### src/mlp_ram.sv
// Generic simple dual-port RAM, one write and one registered read port.
// No dependencies.
module mlp_ram #(
  parameter int Width = 16,
  parameter int Depth = 16,
  parameter int AddrW = (Depth > 1) ? $clog2(Depth) : 1
) (
  input  logic             clk_i,
  input  logic             we_i,
  input  logic [AddrW-1:0] waddr_i,
  input  logic [Width-1:0] wdata_i,
  input  logic [AddrW-1:0] raddr_i,
  output logic [Width-1:0] rdata_o
);
  logic [Width-1:0] mem [Depth];
  logic [Width-1:0] rdata_q;

  always_ff @(posedge clk_i) begin
    if (we_i) begin
      mem[waddr_i] <= wdata_i;
    end
    rdata_q <= mem[raddr_i];
  end

  assign rdata_o = rdata_q;
endmodule

### config.mk
export PLATFORM = sky130hd
export DESIGN_NAME = mlp_ram
export DESIGN_NICKNAME = d
export VERILOG_FILES = /design/src/mlp_ram.sv
export SDC_FILE = /design/constraint.sdc
export NUM_CORES = 1
export LEC_CHECK = 0
export BUFFER_PORTS_ARGS = -buffer_cell sky130_fd_sc_hd__buf_2
export CAP_MARGIN = 5
export CORE_MARGIN = 2
export CORE_UTILIZATION = 50
export DETAILED_ROUTE_END_ITERATION = 10
export GPL_ROUTABILITY_DRIVEN = 0
export PLACE_DENSITY = 0.67
export SYNTH_ARGS = -nofsm -noshare
export SYNTH_HDL_FRONTEND = slang
export SYNTH_SLANG_ARGS = --single-unit
### constraint.sdc
create_clock -name clk_i -period 3.45 [get_ports clk_i]
set_clock_uncertainty 0.1 [all_clocks]
set_input_delay 0.69 -clock clk_i [delete_from_list [all_inputs] [get_ports clk_i]]
set_output_delay 0.69 -clock clk_i [all_outputs]
set_load 0.005 [all_outputs]
==> summary.md, run 1 <==
| Metric | Value |
|---|---|
| CTS tree | built |
| P per Cell Area | 584 mW/mm² |
| Hold bufs inserted after CTS | 0 |
| Post-Synthesis Mean Instance Area | 23.2 µm² |
| Pleak | 3.79 nW |
| HP Class | input port to flop |
| Synth-to-Final Area Change | 15.3% |
| Gr usage total | 20.4% |
| Crit path time final | 2.04 ns |
| Peak VDD IR | 0.000414 V |
| Critical R2R Launch | mem[0][10]$_DFFE_PP_ |
| Status | finished, final reports clean |
| Final max-slew violation count | 0 |
| Combinational family with the most area after synthesis | multiplexers |
| Drt first pass iters | 4 |
| Vias | 4715 |
| Routed len/inst | 26.7 µm |
| First-pass GRT wire length | 31.7 mm |
| Root Driver | clkbuf_16 |
| Worst-margin pin slew | 0.932 ns |
| HP Start | wdata_i[15] |
| Final WS setup | 1.41 ns |
| Share of layout cells above drive strength 1 | 32.7% |
| Filler cell count | 1399 |
| Sum of negative setup slack | 0 ns |
| Yosys reg bits | 272 |
| CTS max path bufs | 3 |
| Commonest non-fill, non-tap cells in the layout | edfxtp_1, mux4_2, buf_2 |
| Fmax | 0.489 GHz |
| Synth Area in Simple Gates | 1.92% |
| 1st-iter DRT viols | 450 |
| Xor/xnor share of the synthesized area | 0% |
| Net Count, Synth | 458 |
| Sequential element share of the synthesized area | 79.7% |
| CP required | 3.49 ns |
| Adder-Cell Fraction of Synth Area | 0% |
| Top cell type's share of synthesized area | 76.5% |
| Number of global-route vias before repair | 4822 |
| Max Cap Viol | 0 |
| Fin nets | 532 |
| CP max stage delay | 0.74 ns |
| Synth warnings | 0 |
| Post-placement cell area | 0.0108 mm² |
| Post-synthesis mux area share | 14.7% |
| Worst hold endpoint | mem[8][15]$_DFFE_PP_ |
| Crit path arrival time | 2.09 ns |
| Commonest non-fill, non-tap cell in the layout | edfxtp_1 |
| R2R setup slack | 1.98 ns |
| Critical-path cell list | buf_2, or3b_2, nor2_2 |
| Largest net degree at the start of global routing | 49 |
| Unrepaired setup endpoints after global routing | no |
| Fin crit share | 59.2% |
| Clock Sink Count | 272 |
| Skew-Pair Late Insertion Delay | 0.52 ns |
| Finished Cell Area | 0.0116 mm² |
| Worst reg2reg endpoint | rdata_o[10]$_DFF_P_ |
| Initial antenna violation count | 0 |
| Initial Util | 51.3% |
| Detail Placement HPWL | 12.4 mm |
| Die height | 146 µm |
| Hold-critical path depth | 1 |
| Yosys top cell by area | edfxtp_1 |
| CP Capture Type | flop |
| FP Rows | 51 |
| Dominant cells by area after synthesis | edfxtp_1, mux4_2, dfxtp_1 |
| Number of library cell types mapped by synthesis | 19 |
| Logic depth of the worst register-to-register path | 3 |
| H-tree lvl count | 1 |
| Postcts setup bufs | 0 |
| Die area | 0.0212 mm² |
| Post-cts sizing count | 0 |
| TritonCTS Buffers | 27 |
| Port Buf Inserts | 41 |
| Pre-CTS setup slack | 0.876 ns |
| GRT overflow | 0 |
| Core ar. | 0.0196 mm² |
| Final Setup Violations | 0 |
| Critical path peak fanout | 16 |
| Crit Path Category | input port to flop |
| Slew margin rel. | 37.8% |
| Number of remaining DRC errors | 0 |
| Cell Area, Synth | 0.0100 mm² |
| CP startpoint kind | input port |
| Final WL | 21.1 mm |
| Clk slew on worst S/H paths | 0.06 ns |
| Compound-Gate Fraction of Synth Area | 2.39% |
| Ant diodes | 0 |
| Syn Inst Count | 432 |
| Die width | 146 µm |
| Final ANT Viol Nets | 0 |
| Slowest library cell on the worst path | nor2_2 |
| Final hold vios | 0 |
| Vias per inst | 5.96 |
| I/O Pins | 42 |
sequential cells by signal (all words and copies together), names as in the netlist:
signal	count
mem	256
rdata_o	16
cell type report:
cell class	instances	area (µm²)	area share, %
multi-input cells	139	1960	16.9
flip-flops and latches	272	8010	69.2
clock inverters	11	72.6	0.627
clock buffers	38	747	6.45
repair buffers	66	458	3.96
well taps	265	332	2.86
through the flow:
stage | std cells | util (%) | power (mW) | hold slack [ns]
after detailed placement | 742 | 54.9 | 4.12 | 0.566
after global routing | 791 | 59.1 | 6.98 | 0.434
after CTS | 791 | 59.1 | 6.83 | 0.424
after floorplan | 432 | - | 3.96 | 0.535
after global placement | 742 | 54.9 | 4.11 | 0.564
final | 791 | 59.1 | 6.76 | 0.439
layer usage:
layer | share of wire, % | track usage (%) | wire length [µm]
met2 | 48 | 32.4 | 10200
met3 | 5.4 | 3.73 | 1140
met1 | 43 | 29.4 | 9190
met5 | 0 | 0 | 0
met4 | 2.9 | 6.23 | 616
worst max path at each step:
stage / depth (start not counted) / startpoint / endpoint / slack (ns)
after global placement: 3 / waddr_i[2] / mem[1][7]$_DFFE_PP_ / 0.89
after detailed placement: 3 / waddr_i[2] / mem[1][10]$_DFFE_PP_ / 0.88
after floorplan: 2 / waddr_i[2] / mem[0][0]$_DFFE_PP_ / 0.60
after CTS: 3 / waddr_i[2] / mem[1][0]$_DFFE_PP_ / 1.40
after global routing: 3 / waddr_i[2] / mem[1][13]$_DFFE_PP_ / 1.32
final: 3 / waddr_i[2] / mem[1][12]$_DFFE_PP_ / 1.41
power breakdown:
group / switching (mW) / internal, mW
clock: 1.15 / 1.57
combinational: 0.188 / 0.140
sequential: 0.0201 / 3.69
total: 1.36 / 5.40
critical path, delay by kind of cell:
kind          cells  cell delay, ns
buf+inv           1            0.12
simple gates      2            1.28
synthesized netlist by cell type:
library cell  instances
edfxtp_1            256
mux4_2               54
a22oi_1              32
nand2_1              17
dfxtp_1              16
nor2_1               13
mux4_1               10
clkbuf_1              8
buf_6                 4
nor3_1                4
buf_1                 3
buf_2                 3
buf_4                 3
nand2b_1              2
nand3b_1              2
nor2b_1               2
and2_1                1
nand3_1               1
or3b_2                1
cells by family after synthesis:
family / count (synthesis)
compound gates: 32
buf+inv: 21
flops: 272
mux: 64
simple gates: 43
(Power assumes the default switching activity.)
==> inputs of run 2 (changes only) <==
--- a/config.mk
+++ b/config.mk
@@ -11,7 +11,7 @@
 export CORE_UTILIZATION = 50
 export DETAILED_ROUTE_END_ITERATION = 10
 export GPL_ROUTABILITY_DRIVEN = 0
-export PLACE_DENSITY = 0.67
+export PLACE_DENSITY = 0.69
 export SYNTH_ARGS = -nofsm -noshare
 export SYNTH_HDL_FRONTEND = slang
 export SYNTH_SLANG_ARGS = --single-unit
==> constraint.sdc (replaced) <==
create_clock -name clk_i -period 1.75 [get_ports clk_i]
set_clock_uncertainty 0.1 [all_clocks]
set_input_delay 0.35 -clock clk_i [delete_from_list [all_inputs] [get_ports clk_i]]
set_output_delay 0.35 -clock clk_i [all_outputs]
set_load 0.005 [all_outputs]
==> run 2 against run 1 <==
Effect of this change: hold slack worse by 0.34 ns; highest routed layer unchanged; first-iteration DRC count is 26% higher; clock power up 85%; wire length shrank 5.5%; critical endpoint is now rdata_o[8]; total power up 93%; via count increased by 0.53%; non-clock buffer count grew 21.
==> summary.md, run 2 (synthesis results as in run 1) <==
| Metric | Value |
|---|---|
| Status | finished, final reports clean |
| Final hold vios | 0 |
| Slew margin rel. | 42.8% |
| TritonCTS Buffers | 27 |
| Vias per inst | 5.85 |
| CP startpoint kind | flop |
| Slowest library cell on the worst path | dfxtp_1 |
| Worst-margin pin slew | 0.856 ns |
| Power Total | 13.0 mW |
| Postcts setup bufs | 0 |
| Commonest non-fill, non-tap cells in the layout | edfxtp_1, mux4_2, buf_2 |
| Routed len/inst | 24.7 µm |
| FP Rows | 51 |
| Peak VDD IR | 0.000865 V |
| Initial antenna violation count | 0 |
| Ant diodes | 0 |
| Final max-slew violation count | 0 |
| First-pass GRT wire length | 30.3 mm |
| 1st-iter DRT viols | 567 |
| P_int | 10.4 mW |
| Crit path depth | 1 |
| Die area | 0.0212 mm² |
| Most flops, register | mem |
| Crit Path Category | flop to output port |
| P per Cell Area | 1100 mW/mm² |
| Cell family with the largest share of critical-path delay | flip-flops |
| Crit path time final | 1.47 ns |
| CP required | 1.30 ns |
| Final ANT Viol Nets | 0 |
| Die width | 146 µm |
| Hold Worst Slack | 0.100 ns |
| Critical-path cell list | buf_2 |
| Filler cell count | 1340 |
| Critical path peak fanout | 1 |
| Drt first pass iters | 5 |
| Fin crit share | 84.0% |
| Root Driver | clkbuf_16 |
| Synth-to-Final Area Change | 18.5% |
| CP max stage delay | 0.37 ns |
| Share of layout cells above drive strength 1 | 35.0% |
| Clock Power Share | 38.4% |
| Port Buf Inserts | 41 |
| I/O Pins | 42 |
| CTS max path bufs | 3 |
| GRT overflow | 0 |
| Reg power frac | 56.2% |
| Clock Sink Count | 272 |
| Worst path bufs/invs | 1 |
| Final Setup Violations | 0 |
| HP Class | input port to flop |
| Clk slew on worst S/H paths | 0.06 ns |
| Post-cts sizing count | 0 |
| Number of global-route vias before repair | 4901 |
| Unrepaired setup endpoints after global routing | no |
| Net Sw Power | 2.61 mW |
| Skew-Pair Late Insertion Delay | 0.52 ns |
| Pleak | 3.93 nW |
| Largest register FFs | 256 |
| Hold-critical path depth | 1 |
| Final WL | 20.0 mm |
| CTS tree | built |
| Vias | 4740 |
| CP Capture Type | output port |
| Hold bufs inserted after CTS | 0 |
| Max Cap Viol | 0 |
| Fin nets | 553 |
| Largest net degree at the start of global routing | 32 |
| Core ar. | 0.0196 mm² |
| Gr usage total | 19.3% |
| Number of remaining DRC errors | 0 |
| Fmax | 0.680 GHz |
| Crit path arrival time | 1.02 ns |
| Logic depth of the worst register-to-register path | 3 |
| Commonest non-fill, non-tap cell in the layout | edfxtp_1 |
| Switching share of power | 20.0% |
| H-tree lvl count | 1 |
| Initial Util | 51.3% |
| Detail Placement HPWL | 11.5 mm |
| Die height | 146 µm |
| Gate power share | 5.4% |
==> run 2: power groups by stage <==
stage / Sequential, mW / Combinational (mW) / Clock (mW)
after floorplan: 7.45 / 0.360 / 0
after global placement: 7.45 / 0.697 / 0
after detailed placement: 7.46 / 0.712 / 0
after CTS: 7.33 / 0.715 / 5.11
after global routing: 7.33 / 0.764 / 5.34
final: 7.33 / 0.703 / 5.02
==> run 2: worst paths after layout <==
kind,startpoint,endpoint,slack (ns)
max,rdata_o[8]$_DFF_P_,rdata_o[8],0.28
min,wdata_i[5],mem[1][5]$_DFFE_PP_,0.10
max reg2reg,mem[9][11]$_DFFE_PP_,rdata_o[11]$_DFF_P_,0.30
min reg2reg,mem[14][3]$_DFFE_PP_,rdata_o[3]$_DFF_P_,0.57
==> run 2: through the flow <==
step	cell area, µm²	std cells	setup slack, ns	TNS (ns)	util, %
CTS	11900	810	0.237	0	60.8
floorplan	10100	432	-0.221	-11.63	-
global route	11900	810	0.234	0	60.8
detailed placement	11100	763	-0.167	-1.19	56.9
finish	11900	810	0.280	0	60.8
global placement	11100	763	-0.173	-0.827	56.9
==> run 2: area by class of cell <==
| class | instances | area, µm² | area share (%) |
|---|---|---|---|
| tap | 265 | 332 | 2.78 |
| timing repair buffer | 87 | 816 | 6.85 |
| clock inverter | 11 | 52.6 | 0.441 |
| multi-input combinational | 139 | 1990 | 16.7 |
| clock buffer | 36 | 709 | 5.96 |
| sequential | 272 | 8010 | 67.3 |
==> run 2: layer usage <==
| layer | wire length [µm] | track usage (%) | up-vias |
|---|---|---|---|
| met5 | 0 | 0 | - |
| met4 | 295 | 4.31 | 0 |
| met3 | 1340 | 2.98 | 25 |
| met2 | 9780 | 31.3 | 182 |
| met1 | 8570 | 28.2 | 2504 |
| li1 | - | - | 2029 |
==> inputs of run 3 (changes only) <==
--- a/config.mk
+++ b/config.mk
@@ -5,13 +5,14 @@
 export SDC_FILE = /design/constraint.sdc
 export NUM_CORES = 1
 export LEC_CHECK = 0
+export ABC_AREA = 1
 export BUFFER_PORTS_ARGS = -buffer_cell sky130_fd_sc_hd__buf_2
 export CAP_MARGIN = 5
 export CORE_MARGIN = 2
 export CORE_UTILIZATION = 50
 export DETAILED_ROUTE_END_ITERATION = 10
 export GPL_ROUTABILITY_DRIVEN = 0
-export PLACE_DENSITY = 0.69
+export PLACE_DENSITY = 0.67
 export SYNTH_ARGS = -nofsm -noshare
 export SYNTH_HDL_FRONTEND = slang
 export SYNTH_SLANG_ARGS = --single-unit
==> constraint.sdc (replaced) <==
create_clock -name clk_i -period 1.5 [get_ports clk_i]
set_clock_uncertainty 0.1 [all_clocks]
set_input_delay 0.3 -clock clk_i [delete_from_list [all_inputs] [get_ports clk_i]]
set_output_delay 0.3 -clock clk_i [all_outputs]
set_load 0.005 [all_outputs]
==> run 3 against run 2 <==
Effect of this change: hold slack got worse by 0.047 ns; die area increased by 13%; clock-buffer cell count increased by 9; area after synthesis increased by 13%; synthesized cell count increased by 150%; setup slack got worse by 0.22 ns; clock power increased by 27%; critical path depth unchanged; total power increased by 23%.
==> summary.md, run 3 <==
| Metric | Value |
|---|---|
| Hold Worst Slack | 0.0531 ns |
| CTS max path bufs | 3 |
| Clock Sink Count | 272 |
| 1st-iter DRT viols | 621 |
| Unrepaired setup endpoints after global routing | no |
| Initial Util | 50.6% |
| Combinational family with the most area after synthesis | simple AND/OR/NAND/NOR gates |
| Detail Placement HPWL | 15.4 mm |
| Hold bufs inserted after CTS | 0 |
| Xor/xnor share of the synthesized area | 0% |
| Dominant cells by area after synthesis | edfxtp_1, nand2_1, nand3_1 |
| Synth async-reset ratio | 0% |
| Number of remaining DRC errors | 0 |
| Share of layout cells above drive strength 1 | 12.3% |
| Post-synthesis mux area share | 0% |
| P per Cell Area | 1210 mW/mm² |
| H-tree lvl count | 1 |
| CTS tree | built |
| Die area | 0.0240 mm² |
| Sum of negative setup slack | 0 ns |
| Routed len/inst | 18.3 µm |
| Pre-CTS setup slack | -0.0712 ns |
| Sequential element share of the synthesized area | 70.4% |
| Post-placement cell area | 0.0123 mm² |
| CP required | 1.10 ns |
| Largest register FFs | 256 |
| Final WL | 26.5 mm |
| Die width | 155 µm |
| Port Buf Inserts | 41 |
| Final WS setup | 0.0565 ns |
| Compound-Gate Fraction of Synth Area | 0% |
| Critical R2R Launch | mem[7][13]$_DFFE_PP_ |
| Cell Area, Synth | 0.0114 mm² |
| Crit Path Category | flop to output port |
| Fin nets | 1166 |
| Vias per inst | 5.13 |
| CP max stage delay | 0.37 ns |
| Pleak | 5.66 nW |
| Critical-path cell list | buf_2 |
| Largest net degree at the start of global routing | 56 |
| Syn Inst Count | 1074 |
| Top post-synthesis cells by count | nand2_1, edfxtp_1, inv_1, nand3_1, buf_2 |
| Post-Synthesis Mean Instance Area | 10.6 µm² |
| Initial antenna violation count | 1 |
| Skew-Pair Late Insertion Delay | 0.53 ns |
| Fmax | 0.693 GHz |
| HP Class | input port to flop |
| Slew margin rel. | 78.7% |
| Critical path peak fanout | 1 |
| Gr usage total | 22.6% |
| Finished Cell Area | 0.0132 mm² |
| Postcts setup bufs | 0 |
| Final hold vios | 0 |
| TritonCTS Buffers | 28 |
| Cell family with the largest share of critical-path delay | flip-flops |
| Worst path bufs/invs | 1 |
| FP Rows | 55 |
| Clk slew on worst S/H paths | 0.06 ns |
| Number of global-route vias before repair | 7188 |
| Drt first pass iters | 5 |
| Top cell type's share of synthesized area | 67.5% |
| I/O Pins | 42 |
| Commonest non-fill, non-tap cell in the layout | nand2_1 |
| Yosys top cell by area | edfxtp_1 |
| Final max-slew violation count | 0 |
| Number of library cell types mapped by synthesis | 13 |
| Most common flop cell mapped by yosys | edfxtp_1 |
| Final ANT Viol Nets | 0 |
| Crit path arrival time | 1.04 ns |
| Synth-to-Final Area Change | 15.6% |
| Core ar. | 0.0225 mm² |
| Crit path time final | 1.44 ns |
| Post-cts sizing count | 0 |
| HP Start | wdata_i[10] |
| Synth Area in Simple Gates | 20.4% |
| Top-count cell post-synth | nand2_1 |
| Layout Cells excl Fill | 1448 |
| Register area | 0.00801 mm² |
| Post-synth EDFFs | 256 |
| Vias | 7421 |
| First-pass GRT wire length | 40.9 mm |
| Peak VDD IR | 0.000815 V |
| Max Cap Viol | 0 |
| Multi-input gate area | 0.00236 mm² |
| Placed Cells incl. Taps | 1395 |
| Worst setup startpoint | rdata_o[3]$_DFF_P_ |
| Final Setup Violations | 0 |
| Most flops, register | mem |
| Final core utilization | 58.5% |
| CP startpoint kind | flop |
| Fin crit share | 96.2% |
| Yosys reg bits | 272 |
| Commonest non-fill, non-tap cells in the layout | nand2_1, edfxtp_1, inv_1 |
| Slowest library cell on the worst path | dfxtp_1 |
| Synth warnings | 0 |
| Die height | 155 µm |
| Worst-margin pin slew | 0.319 ns |
| Adder-Cell Fraction of Synth Area | 0% |
| Filler cell count | 1794 |
| CP Capture Type | output port |
| Net Count, Synth | 1100 |
| Power Total | 16.0 mW |
| Root Driver | clkbuf_16 |
| Status | finished, final reports clean |
| GRT overflow | 0 |
==> run 3: cell types whose count changed in the layout (fill, tap and decap cells not counted), moves of 10 or more <==
cell     delta
a22oi_1    -32
inv_1     +196
mux4_1     -10
mux4_2     -54
nand2_1   +324
nand3_1   +192
==> run 3: routing by layer <==
layer	global-route usage (%)	wire [µm]	vias up
met4	6.79	696	2
met5	0	12	-
li1	-	-	3602
met1	32.5	11700	3511
met2	35.5	12200	254
met3	4.43	1920	52
==> run 3: final cells by class <==
cell class / count / area share (%)
Antenna cell: 1 / 0.0190
Clock buffer: 45 / 6.12
Clock inverter: 7 / 0.342
Inverter: 198 / 5.66
Multi-Input combinational cell: 553 / 18.0
Sequential cell: 272 / 60.9
Tap cell: 285 / 2.71
Timing Repair Buffer: 87 / 6.30
==> run 3: final timing paths <==
| kind | endpoint | slack [ns] | cells after the start |
|---|---|---|---|
| setup / recovery | rdata_o[3] | 0.06 | 1 |
| hold / removal | mem[15][10]$_DFFE_PP_ | 0.05 | 1 |
| setup reg to reg | rdata_o[13]$_DFF_P_ | 0.45 | 6 |
| hold reg to reg | rdata_o[9]$_DFF_P_ | 0.56 | 6 |
==> run 3: kinds of logic (layout without fill, tap and decap cells) <==
| family | Yosys count | in the layout |
|---|---|---|
| buffers and inverters | 249 | 337 |
| other | 0 | 1 |
| DFF | 272 | 272 |
| and+or+nand+nor | 553 | 553 |
==> run 3: power breakdown <==
group / total (mW) / internal [mW] / switching, mW
registers: 8.55 / 8.50 / 0.0530
clock network: 6.39 / 3.67 / 2.71
logic: 1.05 / 0.346 / 0.702
==> run 3: worst reg2reg max path: stages, from the launching register on <==
cell and delay, ns:
edfxtp_1 0.37, inv_1 0.07, nand2_1 0.05, nand3_1 0.12, nand3_1 0.09, nand3_1 0.10
nand2_1 0.06
